[src/design/tsd_pkg.sv]
// ----------------------------------------------------------------------------
// tsd_pkg: shared types and codes of the shootdown tracker
// Item layouts, opcode and status codes, register indexes and the
// update/read bundles between the engine and the per-CPU table.
// ----------------------------------------------------------------------------
`default_nettype none

package tsd_pkg;

   // opcodes of an input item
   localparam logic [2:0] OP_START     = 3'd0;
   localparam logic [2:0] OP_IRQ_ACK   = 3'd1;
   localparam logic [2:0] OP_POLL_ACK  = 3'd2;
   localparam logic [2:0] OP_TICK      = 3'd3;
   localparam logic [2:0] OP_SET_ONLINE = 3'd4;
   localparam logic [2:0] OP_READ_CNT  = 3'd5;

   // status codes of a result item
   localparam logic [2:0] ST_NOTHING   = 3'd0;
   localparam logic [2:0] ST_STARTED   = 3'd1;
   localparam logic [2:0] ST_BUSY      = 3'd2;
   localparam logic [2:0] ST_COMPLETED = 3'd3;
   localparam logic [2:0] ST_TIMEOUT   = 3'd4;
   localparam logic [2:0] ST_ACKED     = 3'd5;

   // configuration registers
   localparam int unsigned CSR_INDEX_W = 4;
   localparam logic [CSR_INDEX_W-1:0] CSR_TIMEOUT_TICKS   = 4'd0;
   localparam logic [CSR_INDEX_W-1:0] CSR_POLL_SUPPRESSED = 4'd1;
   localparam logic [31:0] TIMEOUT_RESET = 32'd2000000;

   typedef struct packed {
      logic [2:0]  opcode;
      logic [2:0]  cpu;
      logic [63:0] address;
      logic        online_flag;
   } req_type;

   typedef struct packed {
      logic [2:0]  status;
      logic [7:0]  ipi_mask;
      logic        invalidate_valid;
      logic [63:0] invalidate_address;
      logic [31:0] generation_out;
      logic [2:0]  lagging_cpu;
      logic [31:0] polled_count;
      logic [31:0] handled_count;
      logic [31:0] completed_count;
   } rsp_type;

   // engine to per-CPU table: what to change for one cpu
   typedef struct packed {
      logic [2:0] cpu;
      logic       ack_en;
      logic       inc_polled;
      logic       inc_handled;
   } tbl_upd_type;

   // per-CPU table to engine: entries of that cpu
   typedef struct packed {
      logic [31:0] acked;
      logic [31:0] polled;
      logic [31:0] handled;
   } tbl_rd_type;

endpackage

`default_nettype wire

[src/design/tlb_shootdown_tracker_core.sv]
// ----------------------------------------------------------------------------
// tlb_shootdown_tracker_core: page-invalidation shootdown coordinator
// Input register, single-pass step engine with per-CPU table, result register
// and configuration registers.
// ----------------------------------------------------------------------------
// The block takes one item per cycle while rsp_ready stays high and gives
// one result item for each: start, interrupt ack, polled ack, tick, set
// online and read counters. An item is held in the input register, where
// the step engine works it out in a single pass (per-CPU generation
// compares run side by side), and then sits in the result register;
// throughput is one item per cycle as long as rsp_ready stays high. Results
// leave in order. Configuration writes (timeout in ticks, polled-ack
// suppression) are always taken at once and are meant for idle periods.
`default_nettype none

module tlb_shootdown_tracker_core #(
   parameter int NUM_CPUS = 8
) (
   input  wire logic                                clock,
   input  wire logic                                reset,
   input  wire logic                                req_valid,
   output logic                                     req_ready,
   input  wire tsd_pkg::req_type                    req_item,
   output logic                                     rsp_valid,
   input  wire logic                                rsp_ready,
   output tsd_pkg::rsp_type                         rsp_item,
   input  wire logic                                csr_valid,
   output logic                                     csr_ready,
   input  wire logic [tsd_pkg::CSR_INDEX_W-1:0]     csr_index,
   input  wire logic [31:0]                         csr_data
);
   import tsd_pkg::*;

   logic        req_valid_ff;
   req_type     req_item_ff;
   logic        rsp_valid_ff;
   rsp_type     rsp_item_ff;
   logic        fire;
   logic [31:0] timeout_ff;
   logic        poll_sup_ff;

   rsp_type             step_rsp;
   tbl_upd_type         tbl_upd;
   tbl_rd_type          tbl_rd;
   logic [NUM_CPUS-1:0] match_vec;
   logic [31:0]         cur_gen;

   // step when the result register is free or being emptied
   assign fire      = req_valid_ff && (!rsp_valid_ff || rsp_ready);
   assign req_ready = !req_valid_ff || fire;
   assign rsp_valid = rsp_valid_ff;
   assign rsp_item  = rsp_item_ff;
   assign csr_ready = 1'b1;

   // input register
   always_ff @(posedge clock) begin
      if (reset) begin
         req_valid_ff <= 1'b0;
      end else if (req_ready) begin
         req_valid_ff <= req_valid;
      end
   end

   always_ff @(posedge clock) begin
      if (req_valid && req_ready) begin
         req_item_ff <= req_item;
      end
   end

   // result register
   always_ff @(posedge clock) begin
      if (reset) begin
         rsp_valid_ff <= 1'b0;
      end else if (fire) begin
         rsp_valid_ff <= 1'b1;
      end else if (rsp_ready) begin
         rsp_valid_ff <= 1'b0;
      end
   end

   always_ff @(posedge clock) begin
      if (fire) begin
         rsp_item_ff <= step_rsp;
      end
   end

   // configuration registers
   always_ff @(posedge clock) begin
      if (reset) begin
         timeout_ff  <= TIMEOUT_RESET;
         poll_sup_ff <= 1'b0;
      end else if (csr_valid) begin
         if (csr_index == CSR_TIMEOUT_TICKS) begin
            timeout_ff <= csr_data;
         end
         if (csr_index == CSR_POLL_SUPPRESSED) begin
            poll_sup_ff <= csr_data[0];
         end
      end
   end

   tsd_engine #(
      .NUM_CPUS(NUM_CPUS)
   ) u_engine (
      .clock          (clock),
      .reset          (reset),
      .fire           (fire),
      .item           (req_item_ff),
      .timeout_ticks  (timeout_ff),
      .poll_suppressed(poll_sup_ff),
      .tbl_rd         (tbl_rd),
      .match_vec      (match_vec),
      .tbl_upd        (tbl_upd),
      .cur_gen        (cur_gen),
      .rsp            (step_rsp)
   );

   tsd_cpu_table #(
      .NUM_CPUS(NUM_CPUS)
   ) u_table (
      .clock    (clock),
      .reset    (reset),
      .cur_gen  (cur_gen),
      .rd_cpu   (req_item_ff.cpu),
      .upd      (tbl_upd),
      .rd       (tbl_rd),
      .match_vec(match_vec)
   );

endmodule

`default_nettype wire

[src/design/tsd_cpu_table.sv]
// ----------------------------------------------------------------------------
// tsd_cpu_table: per-CPU acknowledge generations and counters
// Holds one acked generation, one polled and one handled counter per CPU,
// reads the entries of one cpu and flags every CPU that holds the current
// generation.
// ----------------------------------------------------------------------------
`default_nettype none

module tsd_cpu_table #(
   parameter int NUM_CPUS = 8
) (
   input  wire logic                 clock,
   input  wire logic                 reset,
   input  wire logic [31:0]          cur_gen,
   input  wire logic [2:0]           rd_cpu,
   input  wire tsd_pkg::tbl_upd_type upd,
   output tsd_pkg::tbl_rd_type       rd,
   output logic [NUM_CPUS-1:0]       match_vec
);
   import tsd_pkg::*;

   localparam int IDX_W = (NUM_CPUS > 1) ? $clog2(NUM_CPUS) : 1;

   logic [31:0] acked_ff   [NUM_CPUS];
   logic [31:0] polled_ff  [NUM_CPUS];
   logic [31:0] handled_ff [NUM_CPUS];

   logic [IDX_W+2:0] cpu_ext;
   logic [IDX_W-1:0] idx;
   logic             idx_ok;
   logic [IDX_W+2:0] rd_ext;
   logic [IDX_W-1:0] rd_idx;
   logic             rd_ok;

   // cpu index narrowed to the table depth
   assign cpu_ext = {{IDX_W{1'b0}}, upd.cpu};
   assign idx     = cpu_ext[IDX_W-1:0];
   assign idx_ok  = 32'(upd.cpu) < NUM_CPUS;

   // read index of the item in the input register
   assign rd_ext  = {{IDX_W{1'b0}}, rd_cpu};
   assign rd_idx  = rd_ext[IDX_W-1:0];
   assign rd_ok   = 32'(rd_cpu) < NUM_CPUS;

   // read port of the acting cpu
   always_comb begin
      rd = '0;
      if (rd_ok) begin
         rd.acked   = acked_ff[rd_idx];
         rd.polled  = polled_ff[rd_idx];
         rd.handled = handled_ff[rd_idx];
      end
   end

   // which cpus hold the current generation
   always_comb begin
      for (int i = 0; i < NUM_CPUS; i++) begin
         match_vec[i] = acked_ff[i] == cur_gen;
      end
   end

   // updates of the acting cpu
   always_ff @(posedge clock) begin
      if (reset) begin
         for (int i = 0; i < NUM_CPUS; i++) begin
            acked_ff[i]   <= '0;
            polled_ff[i]  <= '0;
            handled_ff[i] <= '0;
         end
      end else if (idx_ok) begin
         if (upd.ack_en) begin
            acked_ff[idx] <= cur_gen;
         end
         if (upd.inc_polled) begin
            polled_ff[idx] <= polled_ff[idx] + 32'd1;
         end
         if (upd.inc_handled) begin
            handled_ff[idx] <= handled_ff[idx] + 32'd1;
         end
      end
   end

endmodule

`default_nettype wire

[src/design/tsd_engine.sv]
// ----------------------------------------------------------------------------
// tsd_engine: request state and single-pass step logic
// Holds generation, address, busy state, initiator, tick count, online mask
// and completion total, and works out one result item per step.
// ----------------------------------------------------------------------------
`default_nettype none

module tsd_engine #(
   parameter int NUM_CPUS = 8
) (
   input  wire logic                 clock,
   input  wire logic                 reset,
   input  wire logic                 fire,
   input  wire tsd_pkg::req_type     item,
   input  wire logic [31:0]          timeout_ticks,
   input  wire logic                 poll_suppressed,
   input  wire tsd_pkg::tbl_rd_type  tbl_rd,
   input  wire logic [NUM_CPUS-1:0]  match_vec,
   output tsd_pkg::tbl_upd_type      tbl_upd,
   output logic [31:0]               cur_gen,
   output tsd_pkg::rsp_type          rsp
);
   import tsd_pkg::*;

   localparam int MASK_W = (NUM_CPUS > 8) ? NUM_CPUS : 8;

   logic [31:0]         gen_ff, gen_in;
   logic [63:0]         addr_ff, addr_in;
   logic                in_flight_ff, in_flight_in;
   logic                busy_ff, busy_in;
   logic [2:0]          init_ff, init_in;
   logic [31:0]         elapsed_ff, elapsed_in;
   logic [NUM_CPUS-1:0] online_ff, online_in;
   logic [31:0]         completed_ff, completed_in;

   logic                cpu_ok;
   logic [31:0]         gen_plus;
   logic [31:0]         ack_diff;
   logic                ack_adv;
   logic [31:0]         elapsed_inc;
   logic [NUM_CPUS-1:0] lag_vec;
   logic [NUM_CPUS-1:0] lag_ack;
   logic [MASK_W-1:0]   start_tgt;
   logic [2:0]          lag_first;
   logic                poll_block;
   tbl_upd_type         upd;

   assign cur_gen  = gen_ff;
   assign cpu_ok   = 32'(item.cpu) < NUM_CPUS;
   assign gen_plus = gen_ff + 32'd1;

   // serial compare: ack moves only forward
   assign ack_diff = gen_ff - tbl_rd.acked;
   assign ack_adv  = (ack_diff != 32'd0) && !ack_diff[31];

   // saturating tick count
   assign elapsed_inc = (elapsed_ff == 32'hFFFF_FFFF) ? elapsed_ff : elapsed_ff + 32'd1;

   // targets still lagging, now and after this ack
   always_comb begin
      lag_vec   = '0;
      lag_ack   = '0;
      start_tgt = '0;
      for (int i = 0; i < NUM_CPUS; i++) begin
         lag_vec[i]   = online_ff[i] && (32'(i) != 32'(init_ff)) && !match_vec[i];
         lag_ack[i]   = lag_vec[i] && !(cpu_ok && ack_adv && (32'(i) == 32'(item.cpu)));
         start_tgt[i] = online_ff[i] && (32'(i) != 32'(item.cpu));
      end
   end

   // lowest lagging cpu
   always_comb begin
      lag_first = '0;
      for (int i = NUM_CPUS - 1; i >= 0; i--) begin
         if (lag_vec[i]) begin
            lag_first = 3'(i);
         end
      end
   end

   assign poll_block = !in_flight_ff || poll_suppressed || !cpu_ok ||
                       (gen_ff == 32'd0) || (tbl_rd.acked == gen_ff);

   // step logic
   always_comb begin
      gen_in       = gen_ff;
      addr_in      = addr_ff;
      in_flight_in = in_flight_ff;
      busy_in      = busy_ff;
      init_in      = init_ff;
      elapsed_in   = elapsed_ff;
      online_in    = online_ff;
      completed_in = completed_ff;
      rsp          = '0;
      upd          = '0;
      upd.cpu      = item.cpu;

      unique case (item.opcode)
         OP_START: begin
            if (busy_ff) begin
               rsp.status = ST_BUSY;
            end else begin
               in_flight_in           = 1'b1;
               busy_in                = 1'b1;
               gen_in                 = (gen_plus == 32'd0) ? 32'd1 : gen_plus;
               addr_in                = item.address;
               init_in                = item.cpu;
               elapsed_in             = '0;
               rsp.ipi_mask           = start_tgt[7:0];
               rsp.invalidate_valid   = 1'b1;
               rsp.invalidate_address = item.address;
               rsp.status             = ST_STARTED;
            end
         end
         OP_IRQ_ACK, OP_POLL_ACK: begin
            if (!(item.opcode == OP_POLL_ACK && poll_block)) begin
               rsp.invalidate_valid   = 1'b1;
               rsp.invalidate_address = addr_ff;
               rsp.status             = ST_ACKED;
               if (cpu_ok) begin
                  upd.ack_en      = ack_adv;
                  upd.inc_handled = item.opcode == OP_IRQ_ACK;
                  upd.inc_polled  = item.opcode == OP_POLL_ACK;
                  if (busy_ff && (lag_ack == '0)) begin
                     in_flight_in = 1'b0;
                     busy_in      = 1'b0;
                     completed_in = completed_ff + 32'd1;
                     rsp.status   = ST_COMPLETED;
                  end
               end
            end
         end
         OP_TICK: begin
            if (busy_ff) begin
               if (lag_vec == '0) begin
                  in_flight_in = 1'b0;
                  busy_in      = 1'b0;
                  completed_in = completed_ff + 32'd1;
                  rsp.status   = ST_COMPLETED;
               end else begin
                  elapsed_in = elapsed_inc;
                  if (elapsed_inc >= timeout_ticks) begin
                     in_flight_in    = 1'b0;
                     busy_in         = 1'b0;
                     rsp.status      = ST_TIMEOUT;
                     rsp.lagging_cpu = lag_first;
                  end
               end
            end
         end
         OP_SET_ONLINE: begin
            for (int i = 0; i < NUM_CPUS; i++) begin
               if (cpu_ok && (32'(i) == 32'(item.cpu))) begin
                  online_in[i] = item.online_flag;
               end
            end
         end
         OP_READ_CNT: begin
            if (cpu_ok) begin
               rsp.polled_count  = tbl_rd.polled;
               rsp.handled_count = tbl_rd.handled;
            end
         end
         default: begin
         end
      endcase

      rsp.generation_out  = gen_in;
      rsp.completed_count = completed_in;
   end

   // table changes only on a step
   always_comb begin
      tbl_upd             = upd;
      tbl_upd.ack_en      = upd.ack_en && fire;
      tbl_upd.inc_polled  = upd.inc_polled && fire;
      tbl_upd.inc_handled = upd.inc_handled && fire;
   end

   // request state
   always_ff @(posedge clock) begin
      if (reset) begin
         gen_ff       <= '0;
         addr_ff      <= '0;
         in_flight_ff <= 1'b0;
         busy_ff      <= 1'b0;
         init_ff      <= '0;
         elapsed_ff   <= '0;
         online_ff    <= '0;
         completed_ff <= '0;
      end else if (fire) begin
         gen_ff       <= gen_in;
         addr_ff      <= addr_in;
         in_flight_ff <= in_flight_in;
         busy_ff      <= busy_in;
         init_ff      <= init_in;
         elapsed_ff   <= elapsed_in;
         online_ff    <= online_in;
         completed_ff <= completed_in;
      end
   end

endmodule

`default_nettype wire

[config.mk]
export PLATFORM = sky130hd
export DESIGN_NAME = tlb_shootdown_tracker_core
export DESIGN_NICKNAME = d
export VERILOG_FILES = /design/src/design/tsd_pkg.sv /design/src/design/tlb_shootdown_tracker_core.sv /design/src/design/tsd_cpu_table.sv /design/src/design/tsd_engine.sv
export SDC_FILE = /design/constraint.sdc
export NUM_CORES = 2
export LEC_CHECK = 0
export ABC_AREA = 1
export BUFFER_PORTS_ARGS = -buffer_cell sky130_fd_sc_hd__buf_2
export CORE_UTILIZATION = 40
export DETAILED_ROUTE_END_ITERATION = 7
export SLEW_MARGIN = 15
export SYNTH_ARGS = -nofsm -noshare
export SYNTH_HDL_FRONTEND = slang
export SYNTH_HIERARCHICAL = 1
export SYNTH_SLANG_ARGS = --single-unit
[constraint.sdc]
create_clock -name clock -period 23.4 [get_ports clock]
set_input_delay 0 -clock clock [delete_from_list [all_inputs] [get_ports clock]]
set_output_delay 0 -clock clock [all_outputs]
set_load 0.05 [all_outputs]
Word-level counts from Yosys, hierarchy flattened
Memory sizes are Yosys's and may differ from the RTL's. A register that Yosys moved wholly into a read port is not among the register bits.
Index checks and enable logic that the tools add are counted.
{"block": "word_totals", "register_bits": 486, "latchBits": 0, "ramBits": 768, "romBits": 0, "input_bits": 112, "out_inout_bits": 210, "n_memories": 3}
{"block": "classes", "n_addsub": 6, "mul": 0, "div": 0, "magnitude_cmp": 1, "n_eq_ne": 43, "shift": 0, "n_mux": 68, "n_bitwise": 4, "n_reduce_logical": 108}
{"name": "u_table.acked_ff", "depth": 8, "word_bits": 32, "rd": 9, "rd_clocked_by_memory_dff": 1, "wr": 8, "line_no": "tsd_cpu_table.sv:24", "source": "logic [31:0] acked_ff [NUM_CPUS];"}
{"name": "u_table.handled_ff", "depth": 8, "word_bits": 32, "rd": 1, "rd_clocked_by_memory_dff": 1, "wr": 8, "line_no": "tsd_cpu_table.sv:26", "source": "logic [31:0] handled_ff [NUM_CPUS];"}
{"name": "u_table.polled_ff", "depth": 8, "word_bits": 32, "rd": 1, "rd_clocked_by_memory_dff": 1, "wr": 8, "line_no": "tsd_cpu_table.sv:25", "source": "logic [31:0] polled_ff [NUM_CPUS];"}
{"cell": "$mux 32", "count": 14}
{"cell": "$eq 32x32->1", "count": 9}
{"cell": "$add 32x1->32 const B", "count": 5}
{"cell": "$mux 65", "count": 2}
{"cell": "$pmux 65 s2", "count": 1}
{"cell": "$pmux 32 s2", "count": 2}
{"cell": "$reduce_or 32->1", "count": 3}
{"cell": "$logic_not 32->1", "count": 2}
{"cell": "$mux 3", "count": 17}
{"cell": "$logic_and 1x1->1", "count": 48}
{"cell": "$eq 32x32->1 const B", "count": 1}
{"cell": "$ge 32x32->1", "count": 1}
{"cell": "$reduce_bool 32->1", "count": 1}
{"cell": "$sub 32x32->32", "count": 1}
{"cell": "$reduce_and 3->1", "count": 9}
{"cell": "$mux 1", "count": 26}
{"cell": "$ne 3x3->1 const A", "count": 8}
{"cell": "$logic_not 1->1", "count": 20}
{"cell": "$logic_not 8->1", "count": 2}
{"cell": "$eq 3x3->1 const A", "count": 4}
{"cell": "$ne 2x3->1 const A", "count": 4}
{"cell": "$pmux 3 s3", "count": 1}
{"cell": "$reduce_bool 3->1", "count": 3}
{"cell": "$reduce_or 8->1", "count": 1}
{"cell": "24 further kinds", "count": 45}

Longest topological paths before layout
{"block": "logic_depth", "word_depth": 13, "ltp_mapped": 39}

Modules after synthesis
Netlist, hierarchy kept.
{"module": "tsd_cpu_table", "instances": 1, "cells_each": 5298, "area_each_um2": 43825.8}
{"module": "tsd_engine", "instances": 1, "cells_each": 2572, "area_each_um2": 15079.5}
{"module": "tlb_shootdown_tracker_core", "instances": 1, "cells_each": 550, "area_each_um2": 10073.4}

Worst setup path after synthesis
Ideal clock, no wire load.
{"block": "synth_timing", "path_kind": "flip-flop to flip-flop", "start": "reg rsp_valid_ff, in the netlist rsp_valid", "end": "mem u_table.polled_ff[0][0], enable pin", "arrival_time_ns": 13.929, "setup_slack_ns": 9.081, "stages_incl_launch_ff": 11, "n_path_buf": 3, "period_less_slack_ns": 14.319, "path_cell_list": "dfxtp_1 a21oi_1 inv_1 clkbuf_1 buf_1 nor3_1 inv_1 nor2_1 nand2_1 clkbuf_1 nand2_1"}
{"item": "from (decl)", "line_no": "tlb_shootdown_tracker_core.sv:36", "source": "logic rsp_valid_ff;"}
{"item": "from (signal assigned)", "line_no": "tlb_shootdown_tracker_core.sv:73", "source": "rsp_valid_ff <= 1'b0;"}
{"item": "from (signal assigned)", "line_no": "tlb_shootdown_tracker_core.sv:75", "source": "rsp_valid_ff <= 1'b1;"}
{"item": "from (signal assigned)", "line_no": "tlb_shootdown_tracker_core.sv:77", "source": "rsp_valid_ff <= 1'b0;"}
{"item": "to (decl)", "line_no": "tsd_cpu_table.sv:25"}

==> impl_metrics.yaml <==
placement:
  dp_hpwl_um: 148200
  place_area_um2: 72530
  place_congestion: 0.9731
  post-place-cells: 10710
  portBuffers: 320
timing:
  hold_viol_final: 0
  drv_slew: 0
  worst_pin_slew_ns: 1.333
  period_share_pct: 37.07
  slew_headroom_pct: 10.29
  fmax_ghz: 0.1153
  rsz0062_at_grt: "false"
  fin_tns_setup_ns: 0
  finClkSkew_ns: 0.05819
  setup_violations: 0
  final.min_clock_period_ns: 8.674
global_route:
  grt_use_met2_pct: 43.50
  antenna_found_initial: 4
  met3_usage_pct: 3.772
  grt_overflow_total: 0
  grt_pass1_wl_um: 353100
  met1_usage_pct: 34.76
  first_global_vias: 57280
  gr-usage-all-layers_pct: 26.66
  busiest_layer: "met2"
  grt_max_degree: 251
logic_synthesis:
  synth_area_leader_cell: "edfxtp_1"
  async_flop_share_pct: 0
  synth_most_common_cell: "nand2_1"
  synth_seq_cells: 1254
  synth_cell_types: 63
  avgSynthCellArea_um2: 8.192
  syn_inst: 8420
  synth_nets: 8602
  synth_area_um2: 68980
  ys.warnings.count: 6
  synth_seq_area_share_pct: 51.57
  ys_top_cells_by_count: "nand2_1 (2,058), nor2_1 (1,322), edfxtp_1 (1,046)"
  yosys-top-cells-area: "edfxtp_1 (46%), nand2_1 (11%), nor2_1 (7.2%), dfxtp_1 (6.0%), inv_1 (5.2%)"
  synth_edf_count: 1046
  ys.flop_type: "edfxtp_1"
  synthDominantCellAreaShare_pct: 45.54
clocking:
  cts_sinks: 1254
  cts_resized: 0
  clk_latency_ns: 0.82
  clockRootBuffer: "clkbuf_16"
  clk_pin_slew_worst_paths_ns: 0.06
  cts_max_path_buffers: 3
  tritoncts: "yes"
  numCtsBuffers: 145
  htreeDepth: 4
finish:
  design_area_um2: 79450
  num-fill-cells: 16400
  area_growth_pct: 15.18
  drive_gt1_share_pct: 9.514
  layoutNonFillerInstCount: 11210
  nets: 8952
critical_path:
  worstSetupPathType: "reg2reg"
  crit_arrival_ns: 9.18
  crit_family: "simple AND/OR/NAND/NOR gates"
  worst-path-max-fanout: 168
  slowest_delay_ns: 0.86
  worst_ep_required_time_ns: 23.91
  cp.buffers_inverters: 10
  cp-start-kind: "flip-flop"
  crit_path_end_kind: "flip-flop"
  slowest_stage: "buf_4"
run:
  maxCapViolCount: 0
floorplan:
  dieArea_um2: 174100
  die_w_um: 417.3
  ios: 322
  core_um2: 171400
  die_h_um: 417.3
  row_count: 152
  start_util_pct: 40.25
run_status:
  status: "completed"
power:
  p_leak_nw: 32.37
  powerDensity_nw_per_um2: 67.99
  ir_worst_vdd_mv: 0.05866
detailed_routing:
  drt-wirelength-per-cell_um: 21.30
  firstDrtPassIters: 7
  postRouteAntennaNets: 0
  via_count: 60580
  drc: 0
  first_iter_violations: 6727
  wirelength_um: 238800
  via_per_inst: 5.404
min_path:
  holdCritPathClass: "in2reg"
==> final timing paths <==
| check | startpoint | endpoint | slack [ns] | cells past startpoint |
|---|---|---|---|---|
| max reg2reg | req_item_ff[65]$_DFFE_PP_ | u_table/acked_ff[6][27]$_SDFFCE_PN0P_ | 14.73 | 28 |
| max | req_item_ff[65]$_DFFE_PP_ | u_table/acked_ff[6][27]$_SDFFCE_PN0P_ | 14.73 | 28 |
| min reg2reg | u_engine/addr_ff[15]$_SDFFE_PP0P_ | u_engine/addr_ff[15]$_SDFFE_PP0P_ | 0.46 | 2 |
| min | csr_index[3] | timeout_ff[18]$_SDFFE_PP1P_ | 0.14 | 5 |
==> layout by cell type, fill, tap and decap left out, drive strengths merged, types with 25 or more instances in the layout <==
cell / count
a21oi: 493
nand3: 274
buf: 448
dfxtp: 208
a221oi: 43
nand2: 2091
o22ai: 80
o21ai: 494
edfxtp: 1046
xor2: 242
nand4: 120
clkinv: 68
ha: 69
dlygate4sd3: 224
xnor2: 56
a31oi: 99
nor3: 73
inv: 979
nor4: 52
a22o: 64
nor2: 1369
clkbuf: 187
o211ai: 25
==> registers in the layout, summed over array words and instances (netlist names), 8 cells and up <==
register	flops
u_engine/cur_gen	32
u_table/polled_ff	256
req_item_ff	71
rsp_item	207
u_table/acked_ff	256
timeout_ff	32
u_engine/online_ff	8
u_engine/completed_ff	32
u_engine/elapsed_ff	32
u_table/handled_ff	256
u_engine/addr_ff	64
==> metal layers <==
metal | vias to the layer above | wire length [um]
met5 | - | 0
met3 | 592 | 18540
met1 | 28850 | 97210
li1 | 28370 | -
met2 | 2768 | 111100
met4 | 0 | 11980
==> layout make-up <==
type | instances | area (um2) | area share, %
flip-flops and latches | 1254 | 35570 | 44.78
multi-input cells | 5718 | 27750 | 34.93
repair buffers | 672 | 4848 | 6.103
clock buffers | 187 | 3857 | 4.855
inverters | 979 | 3706 | 4.665
well taps | 2310 | 2890 | 3.638
clock inverters | 82 | 802.0 | 1.009
diodes | 7 | 17.52 | 0.02205
==> per-stage QoR <==
step	util, %	hold WS (ns)	setup WS, ns	power (mW)
global route	46.36	0.1280	14.24	5.580
floorplan	-	0.06907	9.081	2.978
global placement	42.33	0.1766	15.05	3.147
CTS	46.35	0.03065	14.97	5.434
detailed placement	42.33	0.1785	15.00	3.155
finish	46.36	0.1376	14.73	5.401
==> worst reg2reg max path: cells and delay by family, from the launching register on <==
family | cells | cell delay [ns]
adder cells (fa/ha/maj) | 1 | 0.36
flip-flops | 1 | 0.35
buffers and inverters | 10 | 3.38
AO/OA/AOI/OAI | 4 | 0.94
AND/OR/NAND/NOR | 13 | 3.33
==> what timing repair did <==
item,4_1_cts,5_1_grt
setup endpoints to repair,0,0
setup buffers,0,0
hold buffers,224,0
hold endpoints to repair,156,0
==> logic make-up after synthesis <==
| family | synth area share, % |
|---|---|
| buffers and inverters | 8.328 |
| XOR/XNOR | 3.920 |
| AO/OA/AOI/OAI | 10.91 |
| adder cells (fa/ha/maj) | 1.281 |
| other | 0.005436 |
| flip-flops | 51.57 |
| AND/OR/NAND/NOR | 23.98 |
==> power breakdown <==
group	internal [mW]	leakage (nW)	switching, mW
registers	2.49	12.4	0.0409
logic	0.161	17.7	0.450
clock network	1.29	2.26	0.970
Power figures use the tool's default switching activity.
